--- src/design/csv_line_field_splitter_macros.svh ---
// Assertion macros shared by the CSV field splitter modules.
// Each macro expects clk and rst to be visible where it is used.
`ifndef CSV_LINE_FIELD_SPLITTER_MACROS_SVH
`define CSV_LINE_FIELD_SPLITTER_MACROS_SVH

// Property holds at every clock edge outside reset.
`define CSVS_ASSERT(label, prop, msg) \
  label: assert property (@(posedge clk) disable iff (rst) (prop)) else $error(msg);

// Antecedent in one cycle implies consequent in the next.
`define CSVS_ASSERT_NEXT(label, ante, cons, msg) \
  label: assert property (@(posedge clk) disable iff (rst) (ante) |=> (cons)) else $error(msg);

`endif

--- src/design/csvs_pkg.sv ---
// Shared types, character codes and result-building helpers for the CSV splitter.
// No dependencies.
`timescale 1ns / 1ps
`default_nettype none

package csvs_pkg;

  localparam logic [7:0] CH_COMMA = 8'h2C;
  localparam logic [7:0] CH_QUOTE = 8'h22;
  localparam logic [7:0] CH_NL    = 8'h0A;
  localparam logic [7:0] CH_NUL   = 8'h00;

  localparam logic [15:0] LINE_LIMIT_RESET = 16'd1024;
  localparam logic [15:0] LINE_LIMIT_MIN   = 16'd2;

  typedef struct packed {
    logic [7:0] out_char;
    logic       char_valid;
    logic       field_end;
    logic       line_end;
    logic       parse_error;
    logic       last;
  } res_t;

  // Up to two result beats produced by one input byte.
  typedef struct packed {
    res_t [1:0] res;
    logic [1:0] n;
  } step_t;

  function automatic step_t emit_char(step_t s, logic [7:0] ch);
    step_t r;
    r = s;
    r.res[s.n[0]] = '0;
    r.res[s.n[0]].out_char = ch;
    r.res[s.n[0]].char_valid = 1'b1;
    r.n = s.n + 2'd1;
    return r;
  endfunction

  function automatic step_t add_marks(step_t s, logic fe, logic le, logic err);
    step_t r;
    logic [1:0] idx;
    r = s;
    if (s.n == 2'd0) begin
      r.res[0] = '0;
      r.n = 2'd1;
    end
    idx = r.n - 2'd1;
    r.res[idx[0]].field_end   = r.res[idx[0]].field_end | fe;
    r.res[idx[0]].line_end    = r.res[idx[0]].line_end | le;
    r.res[idx[0]].parse_error = r.res[idx[0]].parse_error | err;
    return r;
  endfunction

endpackage

`default_nettype wire

--- src/design/csv_line_field_splitter.sv ---
// Channel   Dir  Handshake          Payload
// in        in   in_valid/in_stall  in_byte
// out       out  out_valid/out_stall out_char char_valid field_end line_end parse_error last
// cfg       in   cfg_wen            cfg_wdata (line_limit)
// One byte accepted per cycle unless stalled; each yields 0 to 2 registered result beats.
// Beats drain one per cycle unless out_stall, via a four-beat queue; in_stall rises when
// the queue holds three or more beats. rst is synchronous and clears parse state,
// the queue and line_limit (to 1024). out_stall only backs up the queue.
// Top level of the CSV field splitter; depends on csvs_pkg, csvs_step, csvs_result_fifo.
`timescale 1ns / 1ps
`default_nettype none

module csv_line_field_splitter
  import csvs_pkg::*;
(
  input  wire logic        clk,
  input  wire logic        rst,
  input  wire logic        cfg_wen,
  input  wire logic [15:0] cfg_wdata,
  input  wire logic        in_valid,
  output logic             in_stall,
  input  wire logic [7:0]  in_byte,
  output logic             out_valid,
  input  wire logic        out_stall,
  output logic [7:0]       out_char,
  output logic             char_valid,
  output logic             field_end,
  output logic             line_end,
  output logic             parse_error,
  output logic             last
);

  logic  accept, full, empty, pop;
  step_t step;
  res_t  head;

  assign accept    = in_valid && !in_stall;
  assign in_stall  = full;
  assign out_valid = !empty;
  assign pop       = out_valid && !out_stall;

  csvs_step u_step (
    .clk       (clk),
    .rst       (rst),
    .cfg_wen   (cfg_wen),
    .cfg_wdata (cfg_wdata),
    .accept    (accept),
    .in_byte   (in_byte),
    .step      (step)
  );

  csvs_result_fifo u_fifo (
    .clk   (clk),
    .rst   (rst),
    .push  (accept),
    .step  (step),
    .pop   (pop),
    .full  (full),
    .empty (empty),
    .head  (head)
  );

  assign out_char    = head.out_char;
  assign char_valid  = head.char_valid;
  assign field_end   = head.field_end;
  assign line_end    = head.line_end;
  assign parse_error = head.parse_error;
  assign last        = head.last;

endmodule

`default_nettype wire

--- src/design/csvs_step.sv ---
// Per-byte parse state, line limit register and result generation.
// Depends on csvs_pkg and csv_line_field_splitter_macros.svh.
`timescale 1ns / 1ps
`default_nettype none
`include "csv_line_field_splitter_macros.svh"

module csvs_step
  import csvs_pkg::*;
(
  input  wire logic        clk,
  input  wire logic        rst,
  input  wire logic        cfg_wen,
  input  wire logic [15:0] cfg_wdata,
  input  wire logic        accept,
  input  wire logic [7:0]  in_byte,
  output step_t            step
);

  logic [15:0] line_limit;
  logic        field_open, quoted_mode, quote_seen, pending_quote, skip_rest;
  logic [15:0] line_count;

  logic        field_open_next, quoted_mode_next, quote_seen_next;
  logic        pending_quote_next, skip_rest_next;
  logic [15:0] line_count_next;

  logic [15:0] limit;
  logic [16:0] cnt;
  logic        hit, term;
  logic [1:0]  tail;
  step_t       s;

  always_comb begin
    limit = (line_limit < LINE_LIMIT_MIN) ? LINE_LIMIT_MIN : line_limit;
    cnt   = {1'b0, line_count} + 17'd1;
    hit   = cnt >= ({1'b0, limit} - 17'd1);
    term  = (in_byte == CH_NL) || (in_byte == CH_NUL);

    s = '0;
    field_open_next    = field_open;
    quoted_mode_next   = quoted_mode;
    quote_seen_next    = quote_seen;
    pending_quote_next = pending_quote;
    skip_rest_next     = skip_rest;
    line_count_next    = line_count;

    if (skip_rest) begin
      if (term || hit) begin
        s = add_marks(s, 1'b0, 1'b1, 1'b1);
        field_open_next    = 1'b0;
        quoted_mode_next   = 1'b0;
        quote_seen_next    = 1'b0;
        pending_quote_next = 1'b0;
        skip_rest_next     = 1'b0;
        line_count_next    = '0;
      end else begin
        line_count_next = cnt[15:0];
      end
    end else if (term) begin
      if (field_open) begin
        if (pending_quote) s = emit_char(s, CH_QUOTE);
        s = add_marks(s, 1'b1, 1'b1, 1'b0);
      end else begin
        s = add_marks(s, 1'b0, 1'b1, 1'b0);
      end
      field_open_next    = 1'b0;
      quoted_mode_next   = 1'b0;
      quote_seen_next    = 1'b0;
      pending_quote_next = 1'b0;
      skip_rest_next     = 1'b0;
      line_count_next    = '0;
    end else begin
      if (!field_open) begin
        if (in_byte == CH_COMMA) begin
          s = add_marks(s, 1'b1, 1'b0, 1'b0);
        end else if (in_byte == CH_QUOTE) begin
          field_open_next  = 1'b1;
          quoted_mode_next = 1'b1;
        end else begin
          field_open_next = 1'b1;
          s = emit_char(s, in_byte);
        end
      end else if (quoted_mode) begin
        if (quote_seen) begin
          quote_seen_next = 1'b0;
          if (in_byte == CH_QUOTE) begin
            s = emit_char(s, CH_QUOTE);
          end else if (in_byte == CH_COMMA) begin
            s = add_marks(s, 1'b1, 1'b0, 1'b0);
            field_open_next    = 1'b0;
            quoted_mode_next   = 1'b0;
            pending_quote_next = 1'b0;
          end else begin
            s = add_marks(s, 1'b1, 1'b0, 1'b1);
            field_open_next    = 1'b0;
            quoted_mode_next   = 1'b0;
            pending_quote_next = 1'b0;
            skip_rest_next     = 1'b1;
          end
        end else if (in_byte == CH_QUOTE) begin
          quote_seen_next = 1'b1;
        end else begin
          s = emit_char(s, in_byte);
        end
      end else begin
        if (in_byte == CH_COMMA) begin
          if (pending_quote) s = emit_char(s, CH_QUOTE);
          s = add_marks(s, 1'b1, 1'b0, 1'b0);
          field_open_next    = 1'b0;
          quoted_mode_next   = 1'b0;
          quote_seen_next    = 1'b0;
          pending_quote_next = 1'b0;
        end else if (in_byte == CH_QUOTE) begin
          if (pending_quote) begin
            s = emit_char(s, CH_QUOTE);
            pending_quote_next = 1'b0;
          end else begin
            pending_quote_next = 1'b1;
          end
        end else begin
          if (pending_quote) begin
            s = emit_char(s, CH_QUOTE);
            pending_quote_next = 1'b0;
          end
          s = emit_char(s, in_byte);
        end
      end

      // line limit reached: close the line with the updated field state
      if (hit) begin
        if (skip_rest_next) begin
          s = add_marks(s, 1'b0, 1'b1, 1'b1);
        end else if (field_open_next) begin
          if (pending_quote_next) s = emit_char(s, CH_QUOTE);
          s = add_marks(s, 1'b1, 1'b1, 1'b0);
        end else begin
          s = add_marks(s, 1'b0, 1'b1, 1'b0);
        end
        field_open_next    = 1'b0;
        quoted_mode_next   = 1'b0;
        quote_seen_next    = 1'b0;
        pending_quote_next = 1'b0;
        skip_rest_next     = 1'b0;
        line_count_next    = '0;
      end else begin
        line_count_next = cnt[15:0];
      end
    end

    tail = s.n - 2'd1;
    if (s.n != 2'd0) s.res[tail[0]].last = 1'b1;
    step = s;
  end

  always_ff @(posedge clk) begin
    if (rst) begin
      line_limit    <= LINE_LIMIT_RESET;
      field_open    <= 1'b0;
      quoted_mode   <= 1'b0;
      quote_seen    <= 1'b0;
      pending_quote <= 1'b0;
      skip_rest     <= 1'b0;
      line_count    <= '0;
    end else begin
      if (cfg_wen) line_limit <= cfg_wdata;
      if (accept) begin
        field_open    <= field_open_next;
        quoted_mode   <= quoted_mode_next;
        quote_seen    <= quote_seen_next;
        pending_quote <= pending_quote_next;
        skip_rest     <= skip_rest_next;
        line_count    <= line_count_next;
      end
    end
  end

  `CSVS_ASSERT(a_pair_layout, !(accept && step.n == 2'd2) || (step.res[0].char_valid && !step.res[0].last && step.res[1].last), "two-beat step with bad layout")
  `CSVS_ASSERT(a_quote_state, !(quote_seen && !quoted_mode) && !(pending_quote && quoted_mode), "quote flags inconsistent with field mode")
  `CSVS_ASSERT(a_skip_clean, !skip_rest || !field_open, "field open while dropping the rest of a line")

endmodule

`default_nettype wire

--- src/design/csvs_result_fifo.sv ---
// Four-beat result queue: takes up to two beats per cycle, issues one when popped.
// Depends on csvs_pkg and csv_line_field_splitter_macros.svh.
`timescale 1ns / 1ps
`default_nettype none
`include "csv_line_field_splitter_macros.svh"

module csvs_result_fifo
  import csvs_pkg::*;
(
  input  wire logic  clk,
  input  wire logic  rst,
  input  wire logic  push,
  input  wire step_t step,
  input  wire logic  pop,
  output logic       full,
  output logic       empty,
  output res_t       head
);

  res_t       mem [4];
  logic [1:0] wr_ptr, rd_ptr, wr_ptr_b;
  logic [2:0] count;
  logic [1:0] push_n;

  assign push_n   = push ? step.n : 2'd0;
  assign wr_ptr_b = wr_ptr + 2'd1;
  assign full     = count > 3'd2;
  assign empty    = count == 3'd0;
  assign head     = mem[rd_ptr];

  always_ff @(posedge clk) begin
    if (push_n != 2'd0) mem[wr_ptr] <= step.res[0];
    if (push_n == 2'd2) mem[wr_ptr_b] <= step.res[1];
  end

  always_ff @(posedge clk) begin
    if (rst) begin
      wr_ptr <= '0;
      rd_ptr <= '0;
      count  <= '0;
    end else begin
      wr_ptr <= wr_ptr + push_n;
      if (pop) rd_ptr <= rd_ptr + 2'd1;
      count <= count + {1'b0, push_n} - {2'b00, pop};
    end
  end

  `CSVS_ASSERT(a_no_overflow, ({1'b0, count} + {2'b00, push_n}) <= 4'd4, "result queue overflow")
  `CSVS_ASSERT(a_no_underflow, !pop || !empty, "pop from empty result queue")
  `CSVS_ASSERT_NEXT(a_drain, count == 3'd1 && pop && push_n == 2'd0, empty, "queue not empty after last beat left")

endmodule

`default_nettype wire
--- config.mk ---
export PLATFORM = sky130hd
export DESIGN_NAME = csv_line_field_splitter
export DESIGN_NICKNAME = d
export VERILOG_FILES = /design/src/design/csvs_pkg.sv /design/src/design/csv_line_field_splitter.sv /design/src/design/csvs_step.sv /design/src/design/csvs_result_fifo.sv
export VERILOG_INCLUDE_DIRS = /design/src /design/src/design
export SDC_FILE = /design/constraint.sdc
export NUM_CORES = 1
export LEC_CHECK = 0
export ABC_CLOCK_PERIOD_IN_PS = 8200
export BUFFER_PORTS_ARGS = -buffer_cell sky130_fd_sc_hd__buf_2
export CAP_MARGIN = 20
export CORE_MARGIN = 5
export CORE_UTILIZATION = 50
export DETAILED_ROUTE_END_ITERATION = 8
export PLACE_DENSITY = 0.69
export SLEW_MARGIN = 15
export SYNTH_ARGS = -nofsm -noshare
export SYNTH_HDL_FRONTEND = slang
export SYNTH_SLANG_ARGS = --single-unit
--- constraint.sdc ---
create_clock -name clk -period 8.2 [get_ports clk]
set_clock_uncertainty 0.15 [all_clocks]
set_input_delay 0.41 -clock clk [delete_from_list [all_inputs] [get_ports clk]]
set_output_delay 0.41 -clock clk [all_outputs]
set_load 0.01 [all_outputs]
# Word level (Yosys, flattened, before mapping)

Memory sizes are Yosys's and may differ from the RTL's. A register that Yosys moved wholly into a read port is not among the register bits.
Index checks and enable logic that the tools add are counted.

Logic and storage cells: 390
Register bits after elaboration: 44
Latch bits: 0
Bits in writable memories: 52
Memories: 1
Memory bits (read-only): 0
Input bits: 29

Reduce and logical (&&, ||, !) cells: 34
Order comparisons: 29
Shifts and indexed selects: 0
Multiplexer cells: 286
$add $sub $neg: 20
Multipliers: 0
Div/mod/pow operators: 0
Bitwise gates (word level): 4
Equality and inequality tests: 6

Memories:

| memory     | words | bits a word | read ports | clocked after memory_dff | write ports | line                   | text |
|---|---|---|---|---|---|---|---|
| u_fifo.mem | 4     | 13          | 1          | 1                        | 2           | csvs_result_fifo.sv:20 | `res_t mem [4];` |

Operator list:

| operator                                                                      | count |
|---|---|
| 28-bit 2-to-1 mux                                                             | 37 |
| 26-bit bitwise mux                                                            | 35 |
| 15-bit 2-to-1 mux                                                             | 49 |
| 13-bit demux with 1-bit select                                                | 37 |
| 16-bit 2-to-1 mux                                                             | 5 |
| 4-bit 2-to-1 mux                                                              | 18 |
| 13-bit 2-to-1 mux                                                             | 5 |
| 2-bit 2-to-1 mux                                                              | 27 |
| 3-bit 2-to-1 mux                                                              | 18 |
| 26-bit AND                                                                    | 2 |
| 1-bit 2-to-1 mux                                                              | 52 |
| 26-bit NOT                                                                    | 2 |
| 1-bit by 2-bit less-than comparator with 1-bit output, second input constant  | 13 |
| 26-bit 2-to-1 mux                                                             | 1 |
| 16-bit by 1-bit adder with 17-bit output, second input constant               | 1 |
| 17-bit greater-or-equal comparator                                            | 1 |
| 16-bit by 1-bit subtractor with 17-bit output, second input constant          | 1 |
| 8-bit by 6-bit equality test with 1-bit output, second input constant         | 2 |
| 16-bit by 2-bit less-than comparator with 1-bit output, second input constant | 1 |
| 1-bit logical AND                                                             | 15 |
| 1-bit greater-or-equal comparator, second input constant                      | 13 |
| 1-bit subtractor, second input constant                                       | 11 |
| 5-bit 2-to-1 mux                                                              | 2 |
| 5-bit nonzero test                                                            | 2 |
| other kinds (18)                                                              | 29 |

# Longest topological paths before layout

Depth in word-level cells: 73
Mapped depth: 24
Depth with buffers taken out: 23

# Hierarchy

Synthesis repeated with hierarchy kept, for this count alone.

Cells, all modules: 612
Area total of the unflattened synthesis: 6,467.5 µm²

Modules (own cells, without submodules):

| module                  | seq. area each (µm²) | cells each | area an instance (µm²) | times used |
|---|---|---|---|---|
| csvs_step               | 740.7                | 429        | 3,388.2                | 1 |
| csvs_result_fifo        | 1,741.7              | 180        | 3,057.9                | 1 |
| csv_line_field_splitter | 0.0                  | 3          | 21.3                   | 1 |

# Worst setup path after synthesis

OpenSTA, ideal clock, no wires.

Kind: register to register
From: reg u_step.line_limit[9]
To: mem u_fifo.mem[0][0] (netlist name), enable pin
Required time: 7.646 ns
Cell stages (with the launch flop): 19
Buffers on the path: 0
Arrival: 5.514 ns
Path slack: 2.132 ns
Period minus slack after synthesis: 6.068 ns
Library setup time: 0.404 ns
Cell sequence: dfxtp_1 > or4_1 > nor4_1 > and3_1 > nand2b_1 > ha_1 > nor3b_1 > nand2_1 > nor4_1 > xnor2_1 > ha_1 > nand2_1 > nor2_1 > nor4b_1 > a221o_1 > and2_1 > o32ai_4 > o21ba_2 > o31ai_1

RTL lines:

| what                     | line                   | text |
|---|---|---|
| start: declaration       | csvs_step.sv:19        | `logic [15:0] line_limit;` |
| start signal: assignment | csvs_step.sv:165       | `if (cfg_wen) line_limit <= cfg_wdata;` |
| end: declaration         | csvs_result_fifo.sv:20 |  |

==> flow_metrics.env <==
export IMPL_status="finished, final reports clean"
export IMPL_timing_final_ws_setup_ns=1.55
export IMPL_wl_per_cell_um=17.6
export IMPL_stdcell_area_sq_um=6780
export IMPL_critical_path_max_stage_delay_ns=0.64
export IMPL_synth_ff_type="edfxtp_1"
export IMPL_ys_ff_latch=98
export IMPL_antenna_cells=0
export IMPL_min_period_over_period_pct=81.0
export IMPL_grt_overflow=0
export IMPL_yosysSeqAreaShare_pct=40.2
export IMPL_cp_max_fo=18
export IMPL_cts_resized=0
export IMPL_slew_headroom_pct=40.0
export IMPL_hold_viol=0
export IMPL_critical_path_slowest_cell="a32oi_4"
export IMPL_cp_arrival_ns=6.55
export IMPL_yosys_area_top_type_share_pct=25.3
export IMPL_cp_top_family="simple AND/OR/NAND/NOR gates"
export IMPL_synth_top_area_cell="edfxtp_1"
export IMPL_grt_usage_pct=19.5
export IMPL_critical_path_required_ns=8.10
export IMPL_grt_pass1_wl_mm=22.8
export IMPL_synth_edff_count=52
export IMPL_grt_max_degree=46
export IMPL_drtAntennaViolNets=0
export IMPL_postSynthCellCount=594
export IMPL_place_congestion=0.841
export IMPL_htreeDepth=3
export IMPL_port_buffers=43
export IMPL_cts_made_buffers=9
export IMPL_preCtsSetupSlack_ns=1.50
export IMPL_drt_first_pass_iters=6
export IMPL_hold_path_class="in -> reg"
export IMPL_antenna_found_initial=0
export IMPL_maxCapViolations=0
export IMPL_core_area_sq_um=12100
export IMPL_critPathCaptureType="flop"
export IMPL_clock_sinks=98
export IMPL_netlist_area_sq_um=6180
export IMPL_fmax_mhz=150
export IMPL_fin_util_pct=56.2
export IMPL_ios=44
export IMPL_drc_errors=0
export IMPL_cts_root_buf="clkbuf_16"
export IMPL_synthTopCellsByArea="edfxtp_1, dfxtp_1, mux2i_1"
export IMPL_dr_first_iter_drc_count=329
export IMPL_holdBufCountCts=0
export IMPL_leakage_nw=2.81
export IMPL_die_area_sq_um=14700
export IMPL_cts_tree="built"
export IMPL_power_per_cell_area_nw_per_um2=196
export IMPL_slew_violations=0
export IMPL_routed_wl_mm=13.9
export IMPL_criticalPathCategory="reg -> reg"
export IMPL_fin_nets=685
export IMPL_fin_tns_setup_ns=0
export IMPL_async_reset_ff_share_pct=0
export IMPL_fill_cells=1052
export IMPL_via_per_inst=5.95
export IMPL_post_cts_buffers=0
export IMPL_period_minus_slack_ns=6.65
export IMPL_critPathBufInv=1
export IMPL_clk_pin_slew_worst_paths_ns=0.07
export IMPL_placed_area_sq_um=6500
export IMPL_syn_to_final_growth_pct=9.78
export IMPL_insertion_delay_ns=0.35
export IMPL_yosysWarnings=0
export IMPL_rsz0062_at_grt="false"
export IMPL_synthTopCellsByCount="edfxtp_1, mux2i_1, nor2_1, dfxtp_1, nand2_1"
export IMPL_start_util_pct=51.2
export IMPL_hold_slack_ns=0.131
export IMPL_drive_gt1_share_pct=16.9
export IMPL_dieHeight_um=121
export IMPL_vias=4722
export IMPL_crit_chain="or4_1 -> nor4_1 -> and3_1 -> nand2b_1 -> ha_1 -> nor3b_1 -> nand2_1 -> nor3_1 -> xnor2_1 -> ha_1 -> a21o_1 -> a21o_1 -> a32o_1 -> nor3_1 -> nand2_1 -> a32oi_4 -> nor2_1 -> nor3_2 -> buf_4"
export IMPL_syn_nets=657
export IMPL_dpl_hpwl_mm=10.1
export IMPL_yosysUniqueCellTypes=72
export IMPL_placementRows=40
export IMPL_cts_max_path_buffers=2
export IMPL_finalSetupViolCount=0
export IMPL_worst_pin_slew_ns=0.899
export IMPL_startpoint_type="flop"
export IMPL_synth_avg_cell_area_sq_um=10.4
export IMPL_grt_pass1_vias=4674
export IMPL_peakVddDrop_mv=0.0851
export IMPL_synth_most_common_cell="edfxtp_1"
export IMPL_die_w_um=121
-- per-layer routing --
layer  global-route usage [%]  wire, um
met1                     24.2      5940
met2                     34.5      7100
met3                     2.75       662
met4                     7.14       239
met5                        0         0
-- flip-flops by register name, indices dropped and copies added (netlist names), 2 cells and up, named ones only --
| signal | cells |
|---|---|
| u_fifo.rd_ptr | 2 |
| u_fifo.mem | 52 |
| u_step.line_count | 16 |
| u_fifo.count | 3 |
| u_fifo.wr_ptr | 2 |
| u_step.line_limit | 16 |
-- kinds of logic (layout without fill, tap and decap cells) --
kind of cell | Yosys count | count (layout) | share of synthesized area [%]
simple gates | 204 | 204 | 17.7
buf+inv | 47 | 79 | 3.28
flops | 98 | 98 | 40.2
fa+ha+maj | 34 | 34 | 7.01
xor+xnor | 33 | 33 | 4.68
mux | 72 | 72 | 14.5
compound gates | 106 | 106 | 12.7
-- cell usage in the layout, fill, tap and decap left out, drive strengths merged, types with 24 or more instances in the layout --
cell type	Yosys	layout
edfxtp	52	52
mux2i	51	51
nor2	50	50
buf	8	49
dfxtp	46	46
nand2	41	41
ha	33	33
nand3	32	32
a21oi	31	31
o21ai	24	24
-- per-stage QoR --
step,instances,power (mW)
floorplan,594,0.857
global placement,777,0.952
detailed placement,777,0.963
CTS,792,1.35
global route,794,1.41
finish,794,1.33
-- path summary, 6_finish.rpt --
kind                                         to  slack [ns]                               start  cells past startpoint
min reg2reg  u_step.line_count[15]$_SDFFE_PP0P_        0.31  u_step.line_count[15]$_SDFFE_PP0P_                      2
min          u_step.line_limit[10]$_SDFFE_PP1P_        0.13                       cfg_wdata[10]                      2
max reg2reg          u_fifo.mem[1][3]$_DFFE_PP_        1.55   u_step.line_limit[9]$_SDFFE_PP0P_                     19
max                  u_fifo.mem[1][3]$_DFFE_PP_        1.55   u_step.line_limit[9]$_SDFFE_PP0P_                     19
-- power breakdown --
part           total, mW  internal (mW)  switching, mW
clock              0.383          0.203          0.180
combinational      0.324          0.156          0.169
sequential         0.625          0.571         0.0539
total               1.33          0.929          0.403
-- final cells by class --
class                   count  area (sq um)  share of cell area (%)
clock buffers              10           229                    3.38
repair buffers             49           264                    3.89
well taps                 168           210                    3.10
clock inverters             5          32.5                   0.480
inverters                  15          56.3                   0.830
flip-flops and latches     98          2480                    36.6
multi-input cells         449          3510                    51.7
Power figures use the tool's default switching activity.
